$ cat config.mk
export PLATFORM = sky130hd
export DESIGN_NAME = three_level_priority_fifo
export DESIGN_NICKNAME = d
export VERILOG_FILES = /design/src/rtl/core/tlpf_pkg.sv /design/src/rtl/core/three_level_priority_fifo.sv /design/src/rtl/core/tlpf_mem.sv /design/src/rtl/core/tlpf_ctrl.sv
export VERILOG_INCLUDE_DIRS = /design/src /design/src/rtl/core
export SDC_FILE = /design/constraint.sdc
export NUM_CORES = 1
export LEC_CHECK = 0
export BUFFER_PORTS_ARGS = -buffer_cell sky130_fd_sc_hd__buf_2
export CAP_MARGIN = 20
export CORE_MARGIN = 2
export CORE_UTILIZATION = 45
export CTS_BUF_LIST = sky130_fd_sc_hd__clkbuf_4 sky130_fd_sc_hd__clkbuf_8
export CTS_CLUSTER_SIZE = 14
export DETAILED_ROUTE_END_ITERATION = 7
export HOLD_SLACK_MARGIN = 0.03
export PLACE_DENSITY = 0.58
export SETUP_SLACK_MARGIN = 0.5
export SLEW_MARGIN = 10
export SYNTH_ARGS = -nofsm -noshare
export SYNTH_HDL_FRONTEND = slang
export SYNTH_SLANG_ARGS = --single-unit
$ cat constraint.sdc
create_clock -name i_clk -period 4.9 [get_ports i_clk]
set_input_delay 0.49 -clock i_clk [delete_from_list [all_inputs] [get_ports i_clk]]
set_output_delay 0.49 -clock i_clk [all_outputs]
set_load 0.01 [all_outputs]
$ cat src/rtl/core/assert_macros.svh
// Assertion macros shared by the priority FIFO RTL.
// No dependencies; included by the modules that carry assertions.
`ifndef ASSERT_MACROS_SVH
`define ASSERT_MACROS_SVH

// Check an implication or sequence property on every rising clock edge outside reset.
`define TLPF_ASSERT(lbl, clk, rst_n, prop, msg) \
    lbl: assert property (@(posedge clk) disable iff (!rst_n) (prop)) else $error(msg);

// Check that a condition never holds outside reset.
`define TLPF_NEVER(lbl, clk, rst_n, cond, msg) \
    lbl: assert property (@(posedge clk) disable iff (!rst_n) !(cond)) else $error(msg);

`endif

$ cat src/rtl/core/tlpf_pkg.sv
// Shared types and constants for the three-level priority FIFO.
// No dependencies; imported by every module of the block.
package tlpf_pkg;

    localparam int DEPTH_DEF  = 8;
    localparam int LEVELS_DEF = 3;

    localparam int FUNC_W    = 1;
    localparam int LEVEL_W   = 2;
    localparam int ELEM_W    = 8;
    localparam int STATUS_W  = 2;
    localparam int IN_DATA_W  = 16;  // level, element, zero fill
    localparam int OUT_DATA_W = 16;  // removed_element, served_level, zero fill

    typedef enum logic [FUNC_W-1:0] {
        FUNC_INSERT = 1'b0,
        FUNC_REMOVE = 1'b1
    } t_func;

    typedef enum logic [STATUS_W-1:0] {
        ST_OK      = 2'd0,
        ST_FULL    = 2'd1,
        ST_INVALID = 2'd2,
        ST_EMPTY   = 2'd3
    } t_status;

    // Decision of the queue control for one item
    typedef struct packed {
        logic                 wr_en;
        logic                 rd_en;
        t_status              status;
        logic [LEVEL_W-1:0]   served;
    } t_ctl;

endpackage

$ cat src/rtl/core/three_level_priority_fifo.sv
// Priority queue of per-level circular byte FIFOs, level 1 served first.
// An item is registered in the input stage, then its result in the result stage, held while output stalls.
// Throughput: one item per cycle while the output does not stall; the store has one port used per item.
// Reset clears all fill counts and heads; the element store is not cleared.
// Depends on tlpf_pkg, tlpf_ctrl, tlpf_mem and assert_macros.svh.
`include "assert_macros.svh"
module three_level_priority_fifo #(
    parameter int DEPTH  = tlpf_pkg::DEPTH_DEF,
    parameter int LEVELS = tlpf_pkg::LEVELS_DEF
) (
    input  logic                              i_clk,
    input  logic                              i_rst_n,
    input  logic                              i_s_axis_tvalid,
    output logic                              o_s_axis_tready,
    input  logic [tlpf_pkg::IN_DATA_W-1:0]    i_s_axis_tdata,  // level[1:0], element[9:2]
    input  logic [tlpf_pkg::FUNC_W-1:0]       i_s_axis_tuser,  // func[0]
    output logic                              o_m_axis_tvalid,
    input  logic                              i_m_axis_tready,
    output logic [tlpf_pkg::OUT_DATA_W-1:0]   o_m_axis_tdata,  // removed_element[7:0], served_level[9:8]
    output logic [tlpf_pkg::STATUS_W-1:0]     o_m_axis_tuser   // status[1:0]
);
    import tlpf_pkg::*;

    localparam int ADDR_W = $clog2(DEPTH * LEVELS);

    // input stage
    logic                r_v1;
    t_func               r_func;
    logic [LEVEL_W-1:0]  r_level;
    logic [ELEM_W-1:0]   r_element;
    // result stage
    logic                r_v2;
    t_status             r_status;
    logic [LEVEL_W-1:0]  r_served;
    logic                r_take;

    logic                adv;
    logic                in_xfer;
    t_ctl                ctl;
    logic [ADDR_W-1:0]   addr;
    logic [ELEM_W-1:0]   rd_data;

    assign adv             = r_v1 && (!r_v2 || i_m_axis_tready);
    assign o_s_axis_tready = !r_v1 || adv;
    assign in_xfer         = i_s_axis_tvalid && o_s_axis_tready;

    always_ff @(posedge i_clk) begin
        if (!i_rst_n) begin
            r_v1 <= 1'b0;
        end else if (o_s_axis_tready) begin
            r_v1 <= i_s_axis_tvalid;
        end
    end

    always_ff @(posedge i_clk) begin
        if (in_xfer) begin
            r_func    <= t_func'(i_s_axis_tuser);
            r_level   <= i_s_axis_tdata[LEVEL_W-1:0];
            r_element <= i_s_axis_tdata[LEVEL_W +: ELEM_W];
        end
    end

    tlpf_ctrl #(
        .DEPTH  (DEPTH),
        .LEVELS (LEVELS),
        .ADDR_W (ADDR_W)
    ) u_ctrl (
        .i_clk   (i_clk),
        .i_rst_n (i_rst_n),
        .i_adv   (adv),
        .i_func  (r_func),
        .i_level (r_level),
        .o_ctl   (ctl),
        .o_addr  (addr)
    );

    tlpf_mem #(
        .ENTRIES (DEPTH * LEVELS),
        .ADDR_W  (ADDR_W)
    ) u_mem (
        .i_clk     (i_clk),
        .i_wr_en   (ctl.wr_en),
        .i_rd_en   (ctl.rd_en),
        .i_addr    (addr),
        .i_wr_data (r_element),
        .o_rd_data (rd_data)
    );

    always_ff @(posedge i_clk) begin
        if (!i_rst_n) begin
            r_v2 <= 1'b0;
        end else if (adv) begin
            r_v2 <= 1'b1;
        end else if (i_m_axis_tready) begin
            r_v2 <= 1'b0;
        end
    end

    always_ff @(posedge i_clk) begin
        if (adv) begin
            r_status <= ctl.status;
            r_served <= ctl.served;
            r_take   <= ctl.rd_en;
        end
    end

    assign o_m_axis_tvalid = r_v2;
    assign o_m_axis_tuser  = r_status;
    assign o_m_axis_tdata  = {{(OUT_DATA_W - ELEM_W - LEVEL_W){1'b0}}, r_served,
                              (r_take ? rd_data : {ELEM_W{1'b0}})};

    `TLPF_ASSERT(a_take_ok, i_clk, i_rst_n, r_v2 && r_take |-> r_status == ST_OK, "removal without ok status")
    `TLPF_ASSERT(a_adv_result, i_clk, i_rst_n, adv |=> r_v2, "advanced item left no result")

endmodule

$ cat src/rtl/core/tlpf_mem.sv
// Element store for all levels: one write port, one registered read port.
// Depends on tlpf_pkg for the element width.
module tlpf_mem #(
    parameter int ENTRIES = tlpf_pkg::DEPTH_DEF * tlpf_pkg::LEVELS_DEF,
    parameter int ADDR_W  = $clog2(ENTRIES)
) (
    input  logic                          i_clk,
    input  logic                          i_wr_en,
    input  logic                          i_rd_en,
    input  logic [ADDR_W-1:0]             i_addr,
    input  logic [tlpf_pkg::ELEM_W-1:0]   i_wr_data,
    output logic [tlpf_pkg::ELEM_W-1:0]   o_rd_data
);
    import tlpf_pkg::*;

    logic [ELEM_W-1:0] r_mem [ENTRIES];
    logic [ELEM_W-1:0] r_rd_data;

    always_ff @(posedge i_clk) begin
        if (i_wr_en) begin
            r_mem[i_addr] <= i_wr_data;
        end
    end

    // hold read data while no remove advances
    always_ff @(posedge i_clk) begin
        if (i_rd_en) begin
            r_rd_data <= r_mem[i_addr];
        end
    end

    assign o_rd_data = r_rd_data;

endmodule

$ cat src/rtl/core/tlpf_ctrl.sv
// Per-level head and fill tracking, priority select and store addressing.
// Depends on tlpf_pkg and assert_macros.svh.
`include "assert_macros.svh"
module tlpf_ctrl #(
    parameter int DEPTH  = tlpf_pkg::DEPTH_DEF,
    parameter int LEVELS = tlpf_pkg::LEVELS_DEF,
    parameter int ADDR_W = $clog2(DEPTH * LEVELS)
) (
    input  logic                          i_clk,
    input  logic                          i_rst_n,
    input  logic                          i_adv,
    input  tlpf_pkg::t_func               i_func,
    input  logic [tlpf_pkg::LEVEL_W-1:0]  i_level,
    output tlpf_pkg::t_ctl                o_ctl,
    output logic [ADDR_W-1:0]             o_addr
);
    import tlpf_pkg::*;

    localparam int CNT_W = $clog2(DEPTH + 1);
    localparam int PTR_W = $clog2(DEPTH);
    localparam int SUM_W = PTR_W + 1;

    logic [PTR_W-1:0]  r_head [LEVELS];
    logic [CNT_W-1:0]  r_fill [LEVELS];
    logic [PTR_W-1:0]  n_head [LEVELS];
    logic [CNT_W-1:0]  n_fill [LEVELS];

    logic [LEVELS-1:0] is_ins;
    logic [LEVELS-1:0] full;
    logic [LEVELS-1:0] nonempty;
    logic [LEVELS-1:0] sel;
    logic [LEVELS-1:0] wr_q;
    logic [LEVELS-1:0] rd_q;
    logic [ADDR_W-1:0] addr_q [LEVELS];
    logic [LEVEL_W-1:0] served_q [LEVELS];
    logic              is_rem;

    assign is_rem = (i_func == FUNC_REMOVE);

    for (genvar q = 0; q < LEVELS; q++) begin : g_lane
        localparam logic [3:0] LV = 4'(q + 1);
        logic [SUM_W-1:0] sum;
        logic [PTR_W-1:0] tail;
        logic             head_last;

        assign is_ins[q]   = (i_func == FUNC_INSERT) && ({2'b00, i_level} == LV);
        assign full[q]     = (r_fill[q] == CNT_W'(DEPTH));
        assign nonempty[q] = (r_fill[q] != '0);
        assign wr_q[q]     = is_ins[q] && !full[q];
        assign rd_q[q]     = is_rem && sel[q];

        assign sum  = SUM_W'(r_head[q]) + SUM_W'(r_fill[q]);
        assign tail = (sum >= SUM_W'(DEPTH)) ? PTR_W'(sum - SUM_W'(DEPTH)) : PTR_W'(sum);
        assign head_last = (r_head[q] == PTR_W'(DEPTH - 1));

        assign addr_q[q]   = ADDR_W'(q * DEPTH) + ADDR_W'(rd_q[q] ? r_head[q] : tail);
        assign served_q[q] = LEVEL_W'(q + 1);

        always_comb begin
            n_head[q] = r_head[q];
            n_fill[q] = r_fill[q];
            if (i_adv && wr_q[q]) begin
                n_fill[q] = r_fill[q] + 1'b1;
            end else if (i_adv && rd_q[q]) begin
                n_fill[q] = r_fill[q] - 1'b1;
                // an emptied level restarts at slot zero; the head also wraps to zero after the last slot
                if (r_fill[q] == CNT_W'(1) || head_last) begin
                    n_head[q] = '0;
                end else begin
                    n_head[q] = r_head[q] + 1'b1;
                end
            end
        end

        always_ff @(posedge i_clk) begin
            if (!i_rst_n) begin
                r_head[q] <= '0;
                r_fill[q] <= '0;
            end else begin
                r_head[q] <= n_head[q];
                r_fill[q] <= n_fill[q];
            end
        end

        `TLPF_NEVER(a_fill_bound, i_clk, i_rst_n, r_fill[q] > CNT_W'(DEPTH), "fill above depth")
        `TLPF_ASSERT(a_empty_head, i_clk, i_rst_n, (r_fill[q] == '0) |-> (r_head[q] == '0), "empty level with nonzero head")
    end

    // first non-empty level wins
    always_comb begin
        logic seen;
        seen = 1'b0;
        for (int q = 0; q < LEVELS; q++) begin
            sel[q] = nonempty[q] && !seen;
            seen   = seen || nonempty[q];
        end
    end

    always_comb begin
        o_addr       = '0;
        o_ctl.served = '0;
        for (int q = 0; q < LEVELS; q++) begin
            if (wr_q[q] || rd_q[q]) begin
                o_addr = o_addr | addr_q[q];
            end
            if (rd_q[q]) begin
                o_ctl.served = o_ctl.served | served_q[q];
            end
        end
    end

    assign o_ctl.wr_en = i_adv && (|wr_q);
    assign o_ctl.rd_en = i_adv && (|rd_q);

    always_comb begin
        if (is_rem) begin
            o_ctl.status = (|nonempty) ? ST_OK : ST_EMPTY;
        end else if (!(|is_ins)) begin
            o_ctl.status = ST_INVALID;
        end else if (|(is_ins & full)) begin
            o_ctl.status = ST_FULL;
        end else begin
            o_ctl.status = ST_OK;
        end
    end

    `TLPF_NEVER(a_wr_rd_excl, i_clk, i_rst_n, o_ctl.wr_en && o_ctl.rd_en, "write and read in one cycle")
    `TLPF_ASSERT(a_one_served, i_clk, i_rst_n, $onehot0(rd_q), "more than one level served")

endmodule
# Yosys cells after proc, flatten, opt, wreduce, memory -nomap -nowiden
# Memory sizes are Yosys's and may differ from the RTL's. A register that Yosys moved wholly into a read port is not among the register bits.
# Index checks and enable logic that the tools add are counted.
# W data, S select, Z words.
dict set report classes {
  n_addsub 17
  order_cmp 3
  n_eq_ne 12
  mux 42
  n_bitwise 10
  n_reduce_logical 47
}
# operator n
set ops {}
lappend ops {{$mux W3} 18}
lappend ops {{$mux W4} 9}
lappend ops {{$logic_and A1 B1 Y1} 21}
lappend ops {{$mux W5} 3}
lappend ops {{$reduce_or A3 Y1} 5}
lappend ops {{$add A3 B4 Y4} 3}
lappend ops {{$add A4 B1 Y4 const B} 3}
lappend ops {{$eq A4 B1 Y1 const B} 3}
lappend ops {{$eq A4 B4 Y1 const B} 3}
lappend ops {{$ge A4 B4 Y1 const B} 3}
lappend ops {{$reduce_bool A4 Y1} 3}
lappend ops {{$sub A4 B1 Y4 const B} 3}
lappend ops {{$or A5 B5 Y5} 2}
lappend ops {{$add A3 B1 Y3 const B} 3}
lappend ops {{$eq A3 B3 Y1 const B} 3}
lappend ops {{$logic_or A1 B1 Y1} 9}
lappend ops {{$sub A3 B1 Y3 const B} 3}
lappend ops {{$mux W1} 8}
lappend ops {{$mux W8} 1}
lappend ops {{$logic_not A1 Y1} 7}
lappend ops {{$mux W2} 3}
lappend ops {{$or A1 B1 Y1} 6}
lappend ops {{$add A4 B5 Y5 const A} 1}
lappend ops {{$add A5 B5 Y5 const A} 1}
lappend ops {{other kinds (6)} 7}
dict set report word_totals {
  regBits 18
  mem_bits_rw 213
  inputBits 21
  word_cells 143
  n_memories 3
}
# name depth width read_ports rd_clocked_by_memory_dff wr line
set mem_list {}
lappend mem_list {u_mem.r_mem 24 8 1 1 1 tlpf_mem.sv:16} ;# logic [ELEM_W-1:0] r_mem [ENTRIES];
lappend mem_list {u_ctrl.r_fill 3 4 3 0 3 tlpf_ctrl.sv:24} ;# logic [CNT_W-1:0] r_fill [LEVELS];
lappend mem_list {u_ctrl.r_head 3 3 3 0 3 tlpf_ctrl.sv:23} ;# logic [PTR_W-1:0] r_head [LEVELS];

# Logic depth before layout (Yosys ltp)
# An unclocked memory read counts as a cell.
dict set report logic_depth {
  depth_word 11
  ltp_mapped 14
}

# Hierarchy
# Synthesis repeated with hierarchy kept, for this count alone.
dict set report hier_totals {
  hier_cells 620
  area_unflattened_um2 10273.6
}
# mod n_inst cells_each area_each_um2 seq_area_each_um2
set modules_own_cells {}
lappend modules_own_cells {tlpf_mem 1 359 7756.2 6005.8}
lappend modules_own_cells {tlpf_ctrl 1 221 1844.3 420.4}
lappend modules_own_cells {three_level_priority_fifo 1 40 673.1 520.5}

# Worst setup path before layout
# OpenSTA, ideal clock, no wires.
dict set report synth_timing {
  path_kind {reg-to-reg}
  from {memory u_ctrl.r_fill[1][1] in the netlist's numbering}
  to {memory u_mem.r_mem[10][0] (enable)}
  setup_ps 370
  t_arrival_ps 2794
  required_time_ps 4530
  setup_slack_ps 1735
  path_stages_with_launch 12
  path_buffers 3
  period_less_slack_ps 3165
  path_cell_list {dfxtp_1 inv_1 ha_1 or3b_4 nor3_4 a22oi_1 and3_1 buf_6 buf_6 buf_2 nand3b_1 nor2_1}
}
# item line
set synth_lines {}
lappend synth_lines {{start: declaration} tlpf_ctrl.sv:24}
lappend synth_lines {{end: declaration} tlpf_mem.sv:16}

==> key figures <==
Global routing
  – Total Routing Usage GR: 0.182
  – Met2 Use GR: 0.284
  – Total gr overflow: 0
  – Pin count of the biggest net entering global routing: 40
  – First-pass GRT wire length: 33.2 mm
  – Initial antenna violation count: 0
  – GRT Max-Usage Layer: met2
  – Vias in the first global route: 5727
  – GR Util met3: 0.0385
  – Met1 Track Usage GR: 0.257

Timing
  – Fin Clk Skew: 0.0240 ns
  – Slew of the pin with the lowest slew margin: 1.03 ns
  – Setup violators final: 0
  – Slew Viols, Final: 0
  – FMAX: 0.248 GHz
  – Crit path time final: 4.03 ns
  – Rel. slew slack: 0.315
  – Final period util: 0.822
  – Setup TNS: 0 ns
  – Final Hold Vio Count: 0
  – RSZ-0062 raised after global routing: false
  – WHS: 0.137 ns

Detailed routing
  – Drt total wl: 21.9 mm
  – Pre-antenna DRT Iters: 5
  – Average wire per standard cell: 20.8 um
  – DRC Markers: 0
  – DR vias/cell: 5.51
  – Detailed-route via count: 5788
  – Initial DRC count: 409
  – Post-DRT Antenna Nets: 0

CTS
  – Clock sinks: 239
  – Clock root cell: clkbuf_8
  – Hold Buf Count CTS: 0
  – CTS Buffer Depth: 3
  – Inserted Clock Buffers: 42
  – Worst skew pair latency: 0.54 ns
  – CTS tree: done
  – Resized cells post-CTS: 0
  – CTS H-tree depth: 2
  – Clock Pin Slew Worst Setup and Hold Paths: 0.06 ns
  – Post-CTS Setup Bufs: 0

Finish
  – Layout cells sized above 1: 0.180
  – Reg area: 6950 um2
  – Filler instances: 1908
  – Number of diodes: 0
  – Multi-input logic area: 3230 um2
  – Number of nets in the layout: 775
  – Utilization after layout: 0.513
  – Area growth syn-to-layout: 11.3%

Placement
  – RePlAce Congestion: 0.773
  – Detail Placement HPWL: 13.9 mm
  – IO buf count: 28

Critical path
  – R2r setup slk: 0.87 ns
  – Launching point of the worst reg2reg path: u_ctrl.r_fill[2][1]$_SDFFE_PN0P_
  – CP required: 5.17 ns
  – Worst Path Buf+Inv: 2
  – CP peak stage delay: 0.66 ns
  – CP Cell Sequence: inv_1, ha_1, nor3b_1, nor3_4, a22oi_1, and3_4, buf_4, mux2i_1, mux2_2, o22ai_1, a311o_1
  – Worst Setup SP: u_ctrl.r_fill[2][1]$_SDFFE_PN0P_
  – CP max-delay cell: and3_4
  – Crit. End Element: register
  – Worst reg2reg endpoint: u_mem.o_rd_data[0]$_DFFE_PP_
  – Setup CP Type: reg -> reg
  – Critical path's top delay family: simple AND/OR/NAND/NOR gates
  – Reg2Reg Depth: 11
  – Crit path DAT: 4.30 ns
  – Crit path max fanout: 38
  – Type of origin of the critical path: register

Synthesis
  – Post-Synthesis Cells: 689
  – Yosys top cell area share: 0.620
  – Main area contributors after synthesis: edfxtp_1, mux2i_1, dfxtp_1
  – Synthesized area: 10500 um2
  – Post-synth EDFFs: 216
  – Synth area leader: edfxtp_1
  – Unique cell type count in the Yosys netlist: 61
  – Main flop type after synthesis: edfxtp_1
  – Synth Register Bits: 239
  – Synthesized area per cell: 15.2 um2
  – Synth warnings: 0
  – Async S/R FF share, synth: 0
  – Sequential-to-total area share from yosys stat: 0.664

Worst hold path
  – Worst hold start: i_s_axis_tuser
  – Worst Hold Endpoint: r_func$_DFFE_PP_
  – Hold Crit Class: in -> reg
  – Hold Crit Depth: 1

Die
  – Chip Height: 157 um
  – Core area: 22700 um2
  – Die X-Extent: 157 um
  – Row count: 55
  – Die area: 24500 um2
  – Initial Util: 0.461
  – Io pins: 41

Pwr
  – Clock group share of total power: 0.422
  – Internal power: 0.00357 W
  – Sw Pwr: 0.00106 W
  – PD cells: 397 nW/um2
  – Combinational power share: 0.078
  – Sequential Power Share: 0.500
  – Static leakage: 4.73 nW
  – Peak supply drop: 0.250 mV
  – Sw Share: 0.229

Outcome
  – Status: complete, no violations

Job
  – Max_cap viols: 0
## metrics by stage
step | std cells | instance area, um2 | power (W) | setup slack [ns]
floorplan | 694 | 10500 | 0.00261 | 1.74
global placement | 974 | 10700 | 0.00270 | 1.03
detailed placement | 974 | 10700 | 0.00272 | 0.923
CTS | 1050 | 11600 | 0.00468 | 0.899
global route | 1050 | 11600 | 0.00481 | 0.517
finish | 1050 | 11600 | 0.00463 | 0.872
## state kept, by name, summed over array words and instances (netlist names), 2 cells and up
name and count:
u_mem.o_rd_data 8, u_mem.r_mem 192, r_served 2, u_ctrl.r_fill 12, r_level 2, r_element 8
u_ctrl.r_head 9, o_m_axis_tuser 2
## how the worst max path moves through the flow
| stage | to | cells past startpoint |
|---|---|---|
| final | u_mem.o_rd_data[0]$_DFFE_PP_ | 11 |
| after detailed placement | u_mem.o_rd_data[6]$_DFFE_PP_ | 11 |
| after CTS | u_mem.o_rd_data[0]$_DFFE_PP_ | 11 |
| after floorplan | u_mem.r_mem[10][0]$_DFFE_PP_ | 11 |
| after global routing | u_mem.o_rd_data[6]$_DFFE_PP_ | 11 |
| after global placement | u_mem.o_rd_data[6]$_DFFE_PP_ | 11 |
## layout by cell type (no fill, tap or decap), types with 5 or more instances in the layout
cell type / n
a21oi_1: 9
nor2b_1: 5
nor2_2: 6
edfxtp_1: 216
and2_1: 15
nand3_1: 10
clkbuf_4: 16
nor2_1: 33
a21boi_0: 11
buf_2: 28
conb_1: 6
mux2i_1: 120
clkinv_2: 5
buf_4: 5
o211ai_1: 14
o21ai_0: 14
ha_1: 18
clkbuf_8: 44
o2111ai_1: 7
clkinv_1: 6
and3_1: 5
mux2_2: 12
or3_1: 7
dfxtp_1: 23
nand2_1: 37
xnor2_1: 5
inv_1: 7
a22oi_1: 14
mux2_4: 7
## power groups by stage
| stage | Sequential [W] | Combinational [W] | Clock, W |
|---|---|---|---|
| after floorplan | 0.00233 | 0.000278 | 0 |
| after global placement | 0.00235 | 0.000348 | 0 |
| after global routing | 0.00232 | 0.000390 | 0.00210 |
| after CTS | 0.00232 | 0.000359 | 0.00201 |
| final | 0.00232 | 0.000360 | 0.00195 |
| after detailed placement | 0.00236 | 0.000358 | 0 |
## synthesized netlist by cell type, types with 3 or more instances
| cell | count |
|---|---|
| ha_1 | 18 |
| and3_1 | 6 |
| dfxtp_1 | 23 |
| mux2_4 | 7 |
| fa_1 | 3 |
| and2_1 | 15 |
| a21oi_1 | 9 |
| clkbuf_1 | 7 |
| nor2b_1 | 5 |
| nor2_1 | 33 |
| nand2_1 | 37 |
| o21ai_0 | 14 |
| a21o_1 | 3 |
| or3_1 | 7 |
| o2111ai_1 | 7 |
| xnor2_1 | 5 |
| nor3b_1 | 3 |
| a22oi_1 | 14 |
| nor3_1 | 4 |
| a21boi_0 | 11 |
| o211ai_1 | 14 |
| buf_4 | 11 |
| buf_6 | 8 |
| nor2_2 | 6 |
| edfxtp_1 | 216 |
| nand4_1 | 4 |
| a21oi_2 | 3 |
| buf_2 | 9 |
| nand3_1 | 10 |
| mux2i_1 | 120 |
| mux2_2 | 12 |
| nand3b_1 | 4 |
| inv_1 | 7 |
## area by class of cell
type / instances / share of cell area
inverter: 8 / 0.00258
timing repair buffer: 33 / 0.0153
clock buffer: 60 / 0.0623
multi-input combinational: 409 / 0.277
clock inverter: 16 / 0.0156
tap: 285 / 0.0306
sequential: 239 / 0.596
## cell families after synthesis
family | count (synthesis) | share of synthesized area
flip-flops | 239 | 0.664
AND/OR/NAND/NOR | 145 | 0.0716
multiplexers | 139 | 0.138
AO/OA/AOI/OAI | 91 | 0.0626
buffers and inverters | 46 | 0.0310
adder cells (fa/ha/maj) | 21 | 0.0273
XOR/XNOR | 7 | 0.00586
other | 1 | 0.000358
## metal layers
metal  wire length [um]  part of all wire  vias to the layer above
li1                   -                 -                     2728
met1              10300              0.47                     2891
met2              10100              0.46                      140
met3               1090             0.050                       29
met4                397             0.018                        0
met5                  0                 0                        -
Power figures use the tool's default switching activity.
